==> config.mk <==
export PLATFORM = sky130hd
export DESIGN_NAME = rndf_ctrl
export DESIGN_NICKNAME = d
export VERILOG_FILES = /design/src/hw/rtl/recent_name_dedup_filter_assert.svh /design/src/hw/rtl/rndf_pkg.sv /design/src/hw/rtl/rndf_ctrl.sv
export SDC_FILE = /design/constraint.sdc
export NUM_CORES = 1
export LEC_CHECK = 0
export BUFFER_PORTS_ARGS = -buffer_cell sky130_fd_sc_hd__buf_2
export CORE_UTILIZATION = 35
export CTS_CLUSTER_SIZE = 30
export DETAILED_ROUTE_END_ITERATION = 8
export SLEW_MARGIN = 30
export SYNTH_ARGS = -nofsm -noshare
export SYNTH_HDL_FRONTEND = slang
export SYNTH_SLANG_ARGS = --single-unit
==> constraint.sdc <==
create_clock -name clk -period 1.3 [get_ports clk]
set_input_delay 0.13 -clock clk [delete_from_list [all_inputs] [get_ports clk]]
set_output_delay 0.13 -clock clk [all_outputs]
set_load 0.005 [all_outputs]
==> src/hw/rtl/recent_name_dedup_filter_assert.svh <==
// assertion macros used by rndf_dp
`ifndef RECENT_NAME_DEDUP_FILTER_ASSERT_SVH
`define RECENT_NAME_DEDUP_FILTER_ASSERT_SVH

// property checked on every rising edge outside reset
`define RNDF_ASSERT(lbl, clk, rst_n, prop, msg) \
    lbl: assert property (@(posedge clk) disable iff (!rst_n) (prop)) else $error(msg);

// antecedent implies consequent in the cycle after
`define RNDF_ASSERT_NEXT(lbl, clk, rst_n, ante, cons, msg) \
    lbl: assert property (@(posedge clk) disable iff (!rst_n) (ante) |=> (cons)) else $error(msg);

`endif

==> src/hw/rtl/rndf_pkg.sv <==
package rndf_pkg;

    localparam logic [7:0] DOT_CHAR = 8'h2E;
    localparam int         SLOT_W   = 9;

    typedef struct packed {
        logic [7:0] name_byte;
        logic       name_last;
    } in_word_t;

    typedef struct packed {
        logic              is_new;
        logic [SLOT_W-1:0] slot;
        logic              truncated;
    } out_word_t;

    typedef struct packed {
        logic take;
        logic fin;
        logic len_rd;
        logic byte_rd;
        logic next_entry;
        logic next_byte;
        logic cp_rd;
        logic cp_wr;
        logic hit;
        logic miss;
    } cmd_t;

    typedef struct packed {
        logic i_end;
        logic len_eq;
        logic byte_eq;
        logic j_last;
        logic len_zero;
    } stat_t;

endpackage

==> src/hw/rtl/rndf_ctrl.sv <==
module rndf_ctrl
(
    input  logic          clk,
    input  logic          rst_n,
    input  logic          start,
    input  logic          name_last,
    input  rndf_pkg::stat_t stat,
    output rndf_pkg::cmd_t  cmd,
    output logic          busy
);
    import rndf_pkg::*;

    typedef enum logic [9:0] {
        S_IDLE = 10'b0000000001,
        S_FIN  = 10'b0000000010,
        S_SCAN = 10'b0000000100,
        S_LCHK = 10'b0000001000,
        S_BRD  = 10'b0000010000,
        S_BCHK = 10'b0000100000,
        S_HIT  = 10'b0001000000,
        S_CPRD = 10'b0010000000,
        S_CPWR = 10'b0100000000,
        S_WLEN = 10'b1000000000
    } state_t;

    state_t state_reg, state_next;

    always_ff @(posedge clk or negedge rst_n)
    begin
        if (!rst_n)
        begin
            state_reg <= S_IDLE;
        end
        else
        begin
            state_reg <= state_next;
        end
    end

    always_comb
    begin
        state_next = state_reg;
        cmd        = '0;
        unique case (state_reg)
            S_IDLE:
            begin
                if (start)
                begin
                    cmd.take = 1'b1;
                    if (name_last)
                    begin
                        state_next = S_FIN;
                    end
                end
            end
            S_FIN:
            begin
                cmd.fin    = 1'b1;
                state_next = S_SCAN;
            end
            S_SCAN:
            begin
                // no valid entry left: store the name
                if (stat.i_end)
                begin
                    state_next = stat.len_zero ? S_WLEN : S_CPRD;
                end
                else
                begin
                    cmd.len_rd = 1'b1;
                    state_next = S_LCHK;
                end
            end
            S_LCHK:
            begin
                if (stat.len_eq)
                begin
                    state_next = stat.len_zero ? S_HIT : S_BRD;
                end
                else
                begin
                    cmd.next_entry = 1'b1;
                    state_next     = S_SCAN;
                end
            end
            S_BRD:
            begin
                cmd.byte_rd = 1'b1;
                state_next  = S_BCHK;
            end
            S_BCHK:
            begin
                if (!stat.byte_eq)
                begin
                    cmd.next_entry = 1'b1;
                    state_next     = S_SCAN;
                end
                else if (stat.j_last)
                begin
                    state_next = S_HIT;
                end
                else
                begin
                    cmd.next_byte = 1'b1;
                    state_next    = S_BRD;
                end
            end
            S_HIT:
            begin
                cmd.hit    = 1'b1;
                state_next = S_IDLE;
            end
            S_CPRD:
            begin
                cmd.cp_rd  = 1'b1;
                state_next = S_CPWR;
            end
            S_CPWR:
            begin
                cmd.cp_wr = 1'b1;
                if (stat.j_last)
                begin
                    state_next = S_WLEN;
                end
                else
                begin
                    cmd.next_byte = 1'b1;
                    state_next    = S_CPRD;
                end
            end
            S_WLEN:
            begin
                cmd.miss   = 1'b1;
                state_next = S_IDLE;
            end
            default:
            begin
                state_next = S_IDLE;
            end
        endcase
    end

    assign busy = (state_reg != S_IDLE);

endmodule

==> metrics <==
status=finished, violations left; failing checks=negative setup slack; Tmin final=roughly 1.8 ns; fin cells=approximately 160; share of cells above drive strength 1=between 70% and 80%; Switching Fraction=a little under two fifths; final worst setup slack=-0.462 ns; Net Sw Power=0.569 mW; Worst slew margin=about four fifths; sequential share of power=26.7%; final hold slack=between 0.04 and 0.05 ns; core area=about 1800 sq um; estimated wirelength of the detail-placed design=1.51 mm; Setup Skew=0.000374 ns; grt ovf=0; cell accounting for the most synthesized area=dfrtp_1; largest net degree at the start of global routing=11; crit path DAT=roughly 1.6 ns; Ports=20; CP max FO=4; Seq/Total Area, Yosys=36.0%; Finished Cell Area=1380 sq um; Synth top area share=between 30% and 40%; RSZ-0062 raised after global routing=yes; Max-cap violations=0; Combinational Power Share=between 50% and 60%; syn nets=a little under 80; Netlist cell types=34; filler instances=117; Initial Util=roughly two fifths; Die Span Y=46.7 um; final core utilization=roughly 77%; Worst R2R Path Depth=7; port bufs=19; Hold Fails Final Rpt=0; worst hold endpoint=state_reg[4]$_DFFE_PN0P_; Clock Latency Late Sink=roughly 0.28 ns; setup TNS=-5.82 ns; Peak Freq=about 0.57 GHz; slowest cell delay on critical path=0.45 ns; critical-path cell list=nor3_4 > buf_6 > nand3_4 > nor4_4 > buf_2; H-tree Lvls=1; clk sinks=10; HP Class=input port to register; Avg Inst Size Synth=approximately 10 sq um; die area=about 2200 sq um; fin. max-slew vios=0; hold depth=2; Critical Path Sink Type=output pin; Post-Place Cell Area=a little under 1000 sq um; Area contributors post-synth=dfrtp_1 (32%), nor3_4 (4.7%), nor2_1 (4.3%); HP Start=stat[0]; Post-Synthesis Cells=70; Num CTS Buffers=3; reg2reg start=state_reg[4]$_DFFE_PN0P_; Area growth syn-to-layout=97.8%; GRT Overall Usage=a little over a quarter; Worst R2R End=state_reg[0]$_DFFE_PN1P_; Tcrit/Tclk final=136%; Yosys Warn Count=0; diode count=0; CTS tree=built; via count=around 860; initial antenna violation count=0; placed insts=approximately 140; Clock power frac=21.2%; worst-margin pin slew=0.302 ns; drt first-iter violations=18; CTS clk-pin slew, worst paths=about 0.080 ns; cell internal pwr=between 0.9 and 1 mW; 1st-pass router iterations=4; Post-Syn Area=approximately 700 sq um; crit start category=register; Max VDD drop=~860 uV; Rows=15; CTS max path bufs=2; Via density=between 5 and 6; number of global-route vias before repair=~800; Final Wtd Congestion=a little under 0.8; flop2flop setup slack=-0.23 ns; PD cells=1080 nW/um^2; crit path kind=register to output pin; number of remaining DRC errors=0; WP data required=1.17 ns; post-route ant nets=0; Die X=between 40 and 50 um; CP max stage cell=dfrtp_2; clock root cell=clkbuf_4; fin nets=between 100 and 150; final WL=slightly above 3 mm; setup violators final=20; Leak Pwr=between 0.6 and 0.7 nW; wire length per cell=approximately 19 um; first-pass GRT wire length=between 3 and 4 mm; Largest register FFs=10; post-synthesis register bit count=10
critical path, delay by kind of cell (launching register included):
kind                   cells  cell delay (ns)
DFF                        1             0.45
and+or+nand+nor            3             0.60
buffers and inverters      2             0.29
power groups by stage:
stage / registers [mW] / clock network, mW / logic (mW)
after CTS: 0.397 / 0.304 / 0.658
after detailed placement: 0.397 / 0 / 0.499
final: 0.400 / 0.318 / 0.780
after global placement: 0.395 / 0 / 0.494
after floorplan: 0.391 / 0 / 0.276
after global routing: 0.402 / 0.323 / 0.828
cells by family after synthesis:
| kind of cell | share of synthesized area [%] |
|---|---|
| compound gates | 13.4 |
| xor+xnor | 2.51 |
| buf+inv | 3.76 |
| flops | 36.0 |
| simple gates | 44.3 |
layout make-up:
class                      count  area (sq um)  share of cell area (%)
sequential                    10           262                    18.9
multi-input combinational     55           582                    42.1
inverter                       4          15.0                    1.09
clock buffer                   4          36.3                    2.63
tap                           25          31.3                    2.26
timing repair buffer          61           455                    33.0
cell usage after synthesis:
| cell | instances |
|---|---|
| dfrtp_1 | 9 |
| nor2_1 | 8 |
| inv_1 | 4 |
| nand2_1 | 4 |
| nor3_1 | 4 |
| nor3b_1 | 3 |
| a32o_1 | 2 |
| and3_1 | 2 |
| nand2b_1 | 2 |
| nand3_1 | 2 |
| nand4_1 | 2 |
| nor2_4 | 2 |
| nor3_4 | 2 |
| o22ai_1 | 2 |
| or2_1 | 2 |
| xnor2_1 | 2 |
| a211oi_1 | 1 |
| a21oi_1 | 1 |
| a31o_1 | 1 |
| and2_2 | 1 |
| buf_6 | 1 |
| dfstp_2 | 1 |
| nand2b_2 | 1 |
| nand3_2 | 1 |
| nand3b_1 | 1 |
| nand4b_4 | 1 |
| nor4_1 | 1 |
| nor4_2 | 1 |
| nor4_4 | 1 |
| nor4b_1 | 1 |
| o2111ai_1 | 1 |
| o21a_1 | 1 |
| o21bai_1 | 1 |
| o32ai_2 | 1 |
timing repair:
action | CTS | global route
hold buffers | 1 | 0
setup buffers | 10 | 10
resized for setup | 30 | 21
pin swaps | 20 | 18
endpoints found under the hold margin | 10 | 0
endpoints found under the setup margin | 17 | 20
metal layers:
metal	up-vias	routed length, um	share of wire [%]	global-route usage, %
met5	-	0	0	0
met4	0	133	4.4	12.0
met3	12	146	4.8	6.67
met2	38	1660	55	45.3
met1	420	1100	36	29.5
li1	391	-	-	-
how the worst max path moves through the flow:
| stage | start | end | slack (ns) | cells past startpoint |
|---|---|---|---|---|
| 3_3_place_gp | state_reg[4]$_DFFE_PN0P_ | cmd[8] | -0.16 | 4 |
| 2_1_floorplan | state_reg[1]$_DFFE_PN0P_ | state_reg[2]$_DFFE_PN0P_ | 0.006 | 4 |
| 6_report | state_reg[5]$_DFFE_PN0P_ | cmd[8] | -0.46 | 5 |
| 3_5_place_dp | state_reg[4]$_DFFE_PN0P_ | cmd[4] | -0.15 | 5 |
| 4_1_cts | state_reg[1]$_DFFE_PN0P_ | cmd[4] | -0.39 | 5 |
| 5_1_grt | state_reg[2]$_DFFE_PN0P_ | cmd[6] | -0.51 | 5 |
cell usage in the layout, fill, tap and decap left out, drive strengths merged, types with 2 or more instances in the layout:
master  Yosys  routed
or2         2       2
dfrtp       9       9
nor3b       3       3
o22ai       2       2
a32o        2       2
nand3       3       3
nand2       4       4
nor4        3       3
nand2b      3       3
xnor2       2       2
buf         1      60
inv         4       4
nor2       10      10
nand4       2       2
nor3        6       6
clkbuf      0       4
and3        2       2
stage by stage:
| stage | power (mW) | setup WS, ns |
|---|---|---|
| floorplan | 0.666 | 0.00551 |
| global placement | 0.889 | -0.157 |
| detailed placement | 0.896 | -0.153 |
| CTS | 1.36 | -0.390 |
| global route | 1.55 | -0.511 |
| finish | 1.50 | -0.462 |
Note: power is estimated with default switching activity, not from simulation.
